--- src/sv/sle_pkg.sv ---
`default_nettype none

package sle_pkg;

  // terminal characters
  localparam logic [7:0] CH_ESC  = 8'h1b;
  localparam logic [7:0] CH_CSI  = 8'h5b;
  localparam logic [7:0] CH_UP   = 8'h41;
  localparam logic [7:0] CH_BS   = 8'h08;
  localparam logic [7:0] CH_CR   = 8'h0d;
  localparam logic [7:0] CH_LF   = 8'h0a;
  localparam logic [7:0] CH_GT   = 8'h3e;
  localparam logic [7:0] CH_SP   = 8'h20;
  localparam logic [7:0] CH_L    = 8'h6c;
  localparam logic [7:0] CH_M    = 8'h6d;
  localparam logic [7:0] CH_ONE  = 8'h31;
  localparam logic [7:0] CH_FOUR = 8'h34;

  // escape tracking
  typedef logic [1:0] phase_t;
  localparam phase_t PH_NONE = 2'd0;
  localparam phase_t PH_ESC  = 2'd1;
  localparam phase_t PH_CSI  = 2'd2;

  // source of an outgoing word
  typedef logic [1:0] src_t;
  localparam src_t SRC_BYTE   = 2'd0;
  localparam src_t SRC_BS     = 2'd1;
  localparam src_t SRC_HIST   = 2'd2;
  localparam src_t SRC_PROMPT = 2'd3;

  // controller to datapath
  typedef struct packed {
    logic   load_byte;
    logic   set_phase;
    phase_t phase_val;
    logic   emit;
    src_t   src;
    logic   emit_last;
    logic   echo_upd;
    logic   save_step;
    logic   run_cmd;
    logic   len_from_hist;
    logic   idx_clr;
    logic   idx_inc;
  } cmd_t;

  // datapath to controller
  typedef struct packed {
    logic   out_free;
    phase_t phase;
    logic   byte_esc;
    logic   byte_csi;
    logic   byte_up;
    logic   line_empty;
    logic   hist_empty;
    logic   line_end;
    logic   save_needed;
    logic   idx_last_line;
    logic   idx_last_hist;
    logic   idx_last_prompt;
  } stat_t;

  // prompt sequence: LF CR '>' space
  function automatic logic [7:0] prompt_byte(input logic [1:0] k);
    logic [7:0] b;
    case (k)
      2'd0:    b = CH_LF;
      2'd1:    b = CH_CR;
      2'd2:    b = CH_GT;
      default: b = CH_SP;
    endcase
    return b;
  endfunction

endpackage

`default_nettype wire

--- src/sv/sle_ctrl.sv ---
`default_nettype none

module sle_ctrl (
  input  wire logic          clk,
  input  wire logic          rst_n,
  input  wire logic          in_valid,
  output logic               in_ready,
  input  wire sle_pkg::stat_t stat,
  output sle_pkg::cmd_t      cmd
);
  import sle_pkg::*;

  localparam logic [3:0] S_IDLE   = 4'd0;
  localparam logic [3:0] S_DISP   = 4'd1;
  localparam logic [3:0] S_ECHO   = 4'd2;
  localparam logic [3:0] S_SAVE   = 4'd3;
  localparam logic [3:0] S_CMD    = 4'd4;
  localparam logic [3:0] S_PROMPT = 4'd5;
  localparam logic [3:0] S_BS     = 4'd6;
  localparam logic [3:0] S_RPRIME = 4'd7;
  localparam logic [3:0] S_RECALL = 4'd8;

  logic [3:0] state_r;
  logic [3:0] state_nxt;

  // state register
  always_ff @(posedge clk) begin
    if (!rst_n) begin
      state_r <= S_IDLE;
    end else begin
      state_r <= state_nxt;
    end
  end

  // sequencing of one received byte
  always_comb begin
    cmd       = '0;
    state_nxt = state_r;
    in_ready  = (state_r == S_IDLE);
    case (state_r)
      S_IDLE: begin
        if (in_valid) begin
          cmd.load_byte = 1'b1;
          state_nxt     = S_DISP;
        end
      end
      S_DISP: begin
        cmd.set_phase = 1'b1;
        if (stat.byte_esc) begin
          cmd.phase_val = PH_ESC;
          state_nxt     = S_IDLE;
        end else if (stat.phase == PH_ESC && stat.byte_csi) begin
          cmd.phase_val = PH_CSI;
          state_nxt     = S_IDLE;
        end else if (stat.phase == PH_CSI) begin
          cmd.phase_val = PH_NONE;
          cmd.idx_clr   = 1'b1;
          if (!stat.byte_up) begin
            state_nxt = S_IDLE;
          end else if (!stat.line_empty) begin
            state_nxt = S_BS;
          end else if (!stat.hist_empty) begin
            state_nxt = S_RPRIME;
          end else begin
            state_nxt = S_IDLE;
          end
        end else begin
          cmd.phase_val = PH_NONE;
          state_nxt     = S_ECHO;
        end
      end
      S_ECHO: begin
        if (stat.out_free) begin
          cmd.emit      = 1'b1;
          cmd.src       = SRC_BYTE;
          cmd.emit_last = !stat.line_end;
          cmd.echo_upd  = 1'b1;
          cmd.idx_clr   = 1'b1;
          if (!stat.line_end) begin
            state_nxt = S_IDLE;
          end else if (stat.save_needed) begin
            state_nxt = S_SAVE;
          end else begin
            state_nxt = S_CMD;
          end
        end
      end
      // copy the finished line into history, one entry a cycle
      S_SAVE: begin
        cmd.save_step = 1'b1;
        cmd.idx_inc   = 1'b1;
        if (stat.idx_last_hist) begin
          state_nxt = S_CMD;
        end
      end
      S_CMD: begin
        cmd.run_cmd = 1'b1;
        cmd.idx_clr = 1'b1;
        state_nxt   = S_PROMPT;
      end
      S_PROMPT: begin
        if (stat.out_free) begin
          cmd.emit      = 1'b1;
          cmd.src       = SRC_PROMPT;
          cmd.emit_last = stat.idx_last_prompt;
          cmd.idx_inc   = 1'b1;
          if (stat.idx_last_prompt) begin
            state_nxt = S_IDLE;
          end
        end
      end
      // rub out the current line on the terminal
      S_BS: begin
        if (stat.out_free) begin
          cmd.emit      = 1'b1;
          cmd.src       = SRC_BS;
          cmd.emit_last = stat.idx_last_line && stat.hist_empty;
          cmd.idx_inc   = 1'b1;
          if (stat.idx_last_line) begin
            cmd.idx_clr = 1'b1;
            if (stat.hist_empty) begin
              cmd.len_from_hist = 1'b1;
              state_nxt         = S_IDLE;
            end else begin
              state_nxt = S_RPRIME;
            end
          end
        end
      end
      // first history read is in flight
      S_RPRIME: begin
        state_nxt = S_RECALL;
      end
      S_RECALL: begin
        if (stat.out_free) begin
          cmd.emit      = 1'b1;
          cmd.src       = SRC_HIST;
          cmd.emit_last = stat.idx_last_hist;
          cmd.idx_inc   = 1'b1;
          if (stat.idx_last_hist) begin
            cmd.len_from_hist = 1'b1;
            state_nxt         = S_IDLE;
          end
        end
      end
      default: begin
        state_nxt = S_IDLE;
      end
    endcase
  end

endmodule

`default_nettype wire

--- src/sv/sle_dp.sv ---
`default_nettype none

module sle_dp #(
  parameter int LINE_LEN = 20
) (
  input  wire logic          clk,
  input  wire logic          rst_n,
  input  wire logic [7:0]    in_rx_byte,
  input  wire sle_pkg::cmd_t cmd,
  output sle_pkg::stat_t     stat,
  input  wire logic          out_ready,
  output logic               out_valid,
  output logic [7:0]         out_tx_byte,
  output logic [3:0]         out_led_bits,
  output logic               out_last
);
  import sle_pkg::*;

  localparam int IW = $clog2(LINE_LEN);
  localparam logic [IW-1:0] LEN_FULL = IW'(LINE_LEN - 1);
  localparam logic [IW-1:0] SEL_POS  = IW'(4);
  localparam logic [IW-1:0] ONE      = IW'(1);
  localparam logic [IW-1:0] PR_LAST  = IW'(3);

  logic [7:0]    byte_r;
  phase_t        phase_r, phase_nxt;
  logic [7:0]    line_r [LINE_LEN];
  logic [7:0]    hist_mem [LINE_LEN];
  logic [7:0]    hist_q_r;
  logic [IW-1:0] len_r, len_nxt;
  logic [IW-1:0] hist_len_r, hist_len_nxt;
  logic [IW-1:0] idx_r, idx_nxt;
  logic [3:0]    led_r, led_nxt;
  logic          out_valid_r;
  logic [7:0]    out_byte_r;
  logic [3:0]    out_led_r;
  logic          out_last_r;

  logic          is_bs, len_nz, is_rub;
  logic [IW-1:0] echo_len;
  logic          line_end;
  logic [7:0]    first_ch, sel_ch, sel_off;
  logic [3:0]    tog;
  logic          wr_en;
  logic [IW-1:0] wr_addr;
  logic [7:0]    wr_data;
  logic [IW-1:0] rd_addr;
  logic [7:0]    emit_byte;
  logic          hist_emit;

  // echo decode: backspace on a non-empty line shortens it, else the byte is stored
  assign is_bs    = (byte_r == CH_BS);
  assign len_nz   = (len_r != '0);
  assign is_rub   = is_bs && len_nz;
  assign echo_len = is_rub ? len_r - ONE : len_r + ONE;
  assign line_end = (byte_r == CH_CR) || (byte_r == CH_LF) || (echo_len >= LEN_FULL);
  assign hist_emit = cmd.emit && (cmd.src == SRC_HIST);

  // status towards the controller
  always_comb begin
    stat                 = '0;
    stat.out_free        = !out_valid_r || out_ready;
    stat.phase           = phase_r;
    stat.byte_esc        = (byte_r == CH_ESC);
    stat.byte_csi        = (byte_r == CH_CSI);
    stat.byte_up         = (byte_r == CH_UP);
    stat.line_empty      = !len_nz;
    stat.hist_empty      = (hist_len_r == '0);
    stat.line_end        = line_end;
    stat.save_needed     = (echo_len > ONE);
    stat.idx_last_line   = (idx_r == len_r - ONE);
    stat.idx_last_hist   = (idx_r == hist_len_r - ONE);
    stat.idx_last_prompt = (idx_r == PR_LAST);
  end

  // command decode, seen with the end-of-line zero already in place
  always_comb begin
    first_ch = (len_r == '0) ? 8'h00 : line_r[0];
    sel_ch   = (len_r == SEL_POS) ? 8'h00 : line_r[4];
    sel_off  = sel_ch - CH_ONE;
    tog      = 4'b0000;
    if (first_ch == CH_L) begin
      if (sel_ch >= CH_ONE && sel_ch <= CH_FOUR) begin
        tog = 4'b0001 << sel_off[1:0];
      end else begin
        tog = 4'b0001;
      end
    end else if (first_ch == CH_M) begin
      tog = 4'b1000;
    end
  end

  // line store write port
  always_comb begin
    wr_en   = 1'b0;
    wr_addr = len_r;
    wr_data = byte_r;
    if (cmd.echo_upd && !is_rub) begin
      wr_en = 1'b1;
    end else if (cmd.run_cmd) begin
      wr_en   = 1'b1;
      wr_data = 8'h00;
    end else if (hist_emit) begin
      wr_en   = 1'b1;
      wr_addr = idx_r;
      wr_data = hist_q_r;
    end
  end

  // history read runs one entry ahead while replaying
  assign rd_addr = hist_emit ? idx_r + ONE : idx_r;

  // next values of the scalar state
  always_comb begin
    phase_nxt    = cmd.set_phase ? cmd.phase_val : phase_r;
    len_nxt      = len_r;
    hist_len_nxt = hist_len_r;
    led_nxt      = led_r;
    idx_nxt      = idx_r;
    if (cmd.echo_upd) begin
      len_nxt = echo_len;
      if (line_end && echo_len > ONE) begin
        hist_len_nxt = echo_len - ONE;
      end
    end
    if (cmd.run_cmd) begin
      len_nxt = '0;
      led_nxt = led_r ^ tog;
    end
    if (cmd.len_from_hist) begin
      len_nxt = hist_len_r;
    end
    if (cmd.idx_clr) begin
      idx_nxt = '0;
    end else if (cmd.idx_inc) begin
      idx_nxt = idx_r + ONE;
    end
  end

  // outgoing word
  always_comb begin
    case (cmd.src)
      SRC_BYTE:   emit_byte = byte_r;
      SRC_BS:     emit_byte = CH_BS;
      SRC_HIST:   emit_byte = hist_q_r;
      SRC_PROMPT: emit_byte = prompt_byte(idx_r[1:0]);
      default:    emit_byte = byte_r;
    endcase
  end

  // control registers
  always_ff @(posedge clk) begin
    if (!rst_n) begin
      phase_r     <= PH_NONE;
      len_r       <= '0;
      hist_len_r  <= '0;
      led_r       <= 4'b0000;
      out_valid_r <= 1'b0;
    end else begin
      phase_r    <= phase_nxt;
      len_r      <= len_nxt;
      hist_len_r <= hist_len_nxt;
      led_r      <= led_nxt;
      if (cmd.emit) begin
        out_valid_r <= 1'b1;
      end else if (out_ready) begin
        out_valid_r <= 1'b0;
      end
    end
  end

  // line store, cleared by reset
  always_ff @(posedge clk) begin
    if (!rst_n) begin
      for (int i = 0; i < LINE_LEN; i++) begin
        line_r[i] <= 8'h00;
      end
    end else if (wr_en) begin
      line_r[wr_addr] <= wr_data;
    end
  end

  // history memory, one write and one registered read
  always_ff @(posedge clk) begin
    if (cmd.save_step) begin
      hist_mem[idx_r] <= line_r[idx_r];
    end
    hist_q_r <= hist_mem[rd_addr];
  end

  // payload registers
  always_ff @(posedge clk) begin
    idx_r <= idx_nxt;
    if (cmd.load_byte) begin
      byte_r <= in_rx_byte;
    end
    if (cmd.emit) begin
      out_byte_r <= emit_byte;
      out_led_r  <= led_r;
      out_last_r <= cmd.emit_last;
    end
  end

  assign out_valid    = out_valid_r;
  assign out_tx_byte  = out_byte_r;
  assign out_led_bits = out_led_r;
  assign out_last     = out_last_r;

endmodule

`default_nettype wire

--- src/sv/serial_line_editor_with_recall.sv ---
`default_nettype none

// Terminal line editor with one line of recall. Each received byte gives zero or more
// words on the result side, the final one flagged by out_last. A plain byte is taken
// in the idle state, dispatched, and echoed from the echo state into the output
// register, waiting while that register is still occupied. Ending a line copies
// the line less its last byte into history when that leaves at least one byte
// (through the single write port of the history memory), runs the command and
// sends four prompt words. ESC [ A sends one backspace word per character of the
// line, primes the history read, then replays the stored characters. ESC and
// ESC [ give no words. A new byte is taken only once the
// previous one has issued all its words; the last word may still wait in the output
// register. LEDs change only when a line is ended, and each word carries the LED
// state at the time it was sent.
module serial_line_editor_with_recall #(
  parameter int LINE_LEN = 20
) (
  input  wire logic       clk,
  input  wire logic       rst_n,
  input  wire logic       in_valid,
  output logic            in_ready,
  input  wire logic [7:0] in_rx_byte,
  output logic            out_valid,
  input  wire logic       out_ready,
  output logic [7:0]      out_tx_byte,
  output logic [3:0]      out_led_bits,
  output logic            out_last
);
  import sle_pkg::*;

  cmd_t  cmd;
  stat_t stat;

  sle_ctrl u_ctrl (
    .clk      (clk),
    .rst_n    (rst_n),
    .in_valid (in_valid),
    .in_ready (in_ready),
    .stat     (stat),
    .cmd      (cmd)
  );

  sle_dp #(
    .LINE_LEN (LINE_LEN)
  ) u_dp (
    .clk          (clk),
    .rst_n        (rst_n),
    .in_rx_byte   (in_rx_byte),
    .cmd          (cmd),
    .stat         (stat),
    .out_ready    (out_ready),
    .out_valid    (out_valid),
    .out_tx_byte  (out_tx_byte),
    .out_led_bits (out_led_bits),
    .out_last     (out_last)
  );

`ifndef SYNTHESIS
  // a word is never written over one still waiting
  a_no_overwrite: assert property (@(posedge clk) disable iff (!rst_n)
    cmd.emit |-> stat.out_free)
    else $error("word issued while output register occupied");

  // the final word of a byte returns the controller to idle
  a_last_frees_input: assert property (@(posedge clk) disable iff (!rst_n)
    (cmd.emit && cmd.emit_last) |=> in_ready)
    else $error("input not ready after final word");

  // an escape byte is absorbed through the dispatch state back to idle
  a_esc_quick: assert property (@(posedge clk) disable iff (!rst_n)
    (in_valid && in_ready && in_rx_byte == CH_ESC) |-> ##2 in_ready)
    else $error("escape byte not absorbed in time");
`endif

endmodule

`default_nettype wire
--- config.mk ---
export PLATFORM = sky130hd
export DESIGN_NAME = serial_line_editor_with_recall
export DESIGN_NICKNAME = d
export VERILOG_FILES = /design/src/sv/sle_pkg.sv /design/src/sv/sle_ctrl.sv /design/src/sv/sle_dp.sv /design/src/sv/serial_line_editor_with_recall.sv
export SDC_FILE = /design/constraint.sdc
export NUM_CORES = 1
export LEC_CHECK = 0
export BUFFER_PORTS_ARGS = -buffer_cell sky130_fd_sc_hd__buf_2
export CAP_MARGIN = 20
export CORE_UTILIZATION = 50
export CTS_CLUSTER_SIZE = 40
export DETAILED_ROUTE_END_ITERATION = 10
export GPL_TIMING_DRIVEN = 0
export HOLD_SLACK_MARGIN = 0.03
export PLACE_DENSITY = 0.66
export SYNTH_ARGS = -nofsm -noshare
export SYNTH_HDL_FRONTEND = slang
export SYNTH_HIERARCHICAL = 1
export SYNTH_SLANG_ARGS = --single-unit
--- constraint.sdc ---
create_clock -name clk -period 5.3 [get_ports clk]
set_input_delay 0.795 -clock clk [delete_from_list [all_inputs] [get_ports clk]]
set_output_delay 0.795 -clock clk [all_outputs]
set_load 0.03 [all_outputs]
==> flow_summary.yaml <==
pwr:
  vdd_drop_max_v: 0.000252
  p_comb_frac: 0.267
  p_seq_frac: 0.413
  clkPwrFrac: 0.320
  power.density_mw_per_mm2: 477
  p_leak_nw: 7.78
  switchingPower_mw: 3.59
  switching_share: 0.316
  p_int_mw: 7.76
placed_design:
  dp_hpwl_mm: 35.3
  place_congestion: 0.902
  port_buffers: 26
  dp_slack_ps: 397
global_route:
  use_met2: 0.378
  grt_first_pass_wirelength_mm: 77.8
  grt_max_degree: 21
  top_usage_layer: "met2"
  grt_pass1_vias: 12500
  use_met1: 0.345
  overflow: 0
  grt_usage: 0.243
  antenna_found_initial: 0
  grt_use_met3: 0.0457
critical_path:
  crit_slowest_cell: "mux2i_1"
  crit_type: "flip-flop to flip-flop"
  max_stage_delay_ps: 710
  worstPathCellList: "nor4b_2 > nor3_1 > nor2_1 > buf_4 > nand2_1 > nor2_1 > buf_2 > mux2i_1 > buf_2 > buf_4 > mux2i_1 > o221ai_1"
  cp.required_ps: 5730
  cp-end-kind: "flip-flop"
  worstPathMaxFanout: 11
  worst_ep_arrival_time_ps: 5100
  startpoint_type: "flip-flop"
timing:
  hold_violations: 0
  maxSlewViolCount: 0
  period_share: 0.881
  fin_setup_tns_ps: 0
  min_period_ps: 4670
  max_freq_mhz: 214
  rsz0062_at_grt: "false"
  setup_viol: 0
  worstMarginPinSlew_ps: 1100
  hold_slack_ps: 372
  max_slew_margin: 0.266
  finClkSkew_ps: 13.0
  fin_ws_ps: 631
clocking:
  cts_sinks: 476
  root_buffer: "clkbuf_16"
  postCtsSetupBuffers: 0
  cts_resized: 0
  cts_inserted_buffers: 49
  clk_latency_ps: 610
  cts_tree: "built"
  hold_buffers: 0
  htreeDepth: 2
  clockBufferDepth: 3
  clk_pin_slew_ps: 60
synthesis:
  async_reset_ff_frac: 0
  syn_inst: 1329
  synthTopCellsByCount: "edfxtp_1, nor3_1, mux4_2"
  syn-cell-area_mm2: 0.0211
  ys_seq_elements: 476
  yosysTopAreaCellShare: 0.621
  synth-main-ff-cell: "edfxtp_1"
  synth_top_area_cell: "edfxtp_1"
  ys.warnings.count: 6
  avgSynthCellArea_um2: 15.9
  yosysMostFrequentCell: "edfxtp_1"
  synth.distinct_cells: 80
  synth_nets: 1353
  yosys-top-cells-area: "edfxtp_1, mux4_2, nor3_1, dfxtp_1, mux2i_1"
  seq_area_frac_synth: 0.658
  synth_edf_count: 437
die:
  die_w_um: 208
  dieArea_mm2: 0.0431
  row_count: 74
  core_mm2: 0.0413
  io_pins: 27
  die_h_um: 208
  initial_core_util: 0.512
route:
  drt_first_pass_iters: 5
  wl_mm: 51.2
  num_vias: 12500
  wl_per_cell_um: 25.6
  drt-initial-drc-count: 1297
  ant_nets: 0
  vias_per_cell: 6.23
  drc: 0
cells_and_area:
  nets: 1454
  drive_gt1_frac: 0.244
  utilization: 0.577
  antenna_cells: 0
  fillers: 3158
  area_growth_pct: 12.7
hold_path:
  hold_path_class: "input pin to flip-flop"
run_status:
  status: "finished, final reports clean"
run:
  drv_cap: 0
-- metal layers --
metal,vias to the layer above,part of all wire
met5,-,0
met2,561,0.47
met1,6357,0.41
met3,81,0.084
li1,5470,-
met4,0,0.028
-- through the flow --
stage | cells | instance area (um^2) | total power, mW
after global placement | 1887 | 21900 | 7.70
after floorplan | 1329 | 21100 | 6.80
after global routing | 2002 | 23800 | 11.8
final | 2002 | 23800 | 11.3
after CTS | 1995 | 23800 | 11.4
after detailed placement | 1904 | 22000 | 7.76
-- layout by cell type (no fill, tap or decap), types with 12 or more instances in the layout --
| cell type | count |
|---|---|
| clkbuf_1 | 48 |
| mux4_2 | 120 |
| nor3_1 | 173 |
| nor2_1 | 65 |
| buf_2 | 88 |
| buf_4 | 15 |
| inv_1 | 28 |
| xnor2_1 | 16 |
| xor2_1 | 13 |
| nand2b_1 | 15 |
| edfxtp_1 | 437 |
| nand2_1 | 37 |
| dfxtp_1 | 39 |
| o21ai_0 | 38 |
| mux2i_1 | 36 |
| ha_1 | 12 |
| a21oi_1 | 14 |
| clkbuf_16 | 49 |
-- cells by family after synthesis --
group,synth area share
fa+ha+maj,0.00710
simple gates,0.101
buf+inv,0.0317
compound gates,0.0384
mux,0.152
flops,0.658
xor+xnor,0.0120
-- final timing paths --
check | from | to | slack, ps | depth (start not counted)
hold reg to reg | u_dp/led_r[0]$_SDFFE_PN0P_ | u_dp/out_led_bits[0]$_DFFE_PP_ | 450 | 0
hold / removal | in_rx_byte[3] | u_dp/byte_r[3]$_DFFE_PP_ | 370 | 1
setup / recovery | u_ctrl/state_r[2]$_SDFFE_PN0P_ | u_dp/hist_q_r[4]$_DFF_P_ | 630 | 12
setup reg to reg | u_ctrl/state_r[2]$_SDFFE_PN0P_ | u_dp/hist_q_r[4]$_DFF_P_ | 630 | 12
-- registers in the layout, summed over array words and instances, names as in the netlist, named ones only --
register	cells
u_ctrl/state_r	4
u_dp/out_tx_byte	8
u_dp/hist_mem	160
u_dp/byte_r	8
u_dp/led_r	4
u_dp/out_led_bits	4
u_dp/out_valid	1
u_dp/hist_len_r	5
u_dp/phase_r	2
u_dp/idx_r	5
u_dp/hist_q_r	8
u_dp/line_r	256
u_dp/len_r	5
u_dp/out_last	1
-- area by class of cell --
type	instances	area [um^2]	area share
timing repair buffer	50	305	0.0128
clock inverter	33	447	0.0188
buffer	113	564	0.0237
multi-input combinational	712	6560	0.276
tap	532	666	0.0280
clock buffer	58	1260	0.0529
inverter	28	105	0.00441
sequential	476	13900	0.584
-- power groups by stage --
stage / registers (mW) / logic, mW / clock network (mW)
after detailed placement: 4.77 / 3.00 / 0
after floorplan: 4.78 / 2.02 / 0
after global placement: 4.76 / 2.94 / 0
after global routing: 4.71 / 3.24 / 3.82
after CTS: 4.69 / 3.01 / 3.69
final: 4.69 / 3.03 / 3.63
-- worst max-delay path, delay by kind of cell (launching register included) --
family	cells	cell delay [ps]
and+or+nand+nor	5	1470
AOI/OAI and AO/OA	1	220
muxes	2	1090
DFF	1	390
buffers and inverters	4	1300
No activity file was read; power rests on OpenSTA's default activity.
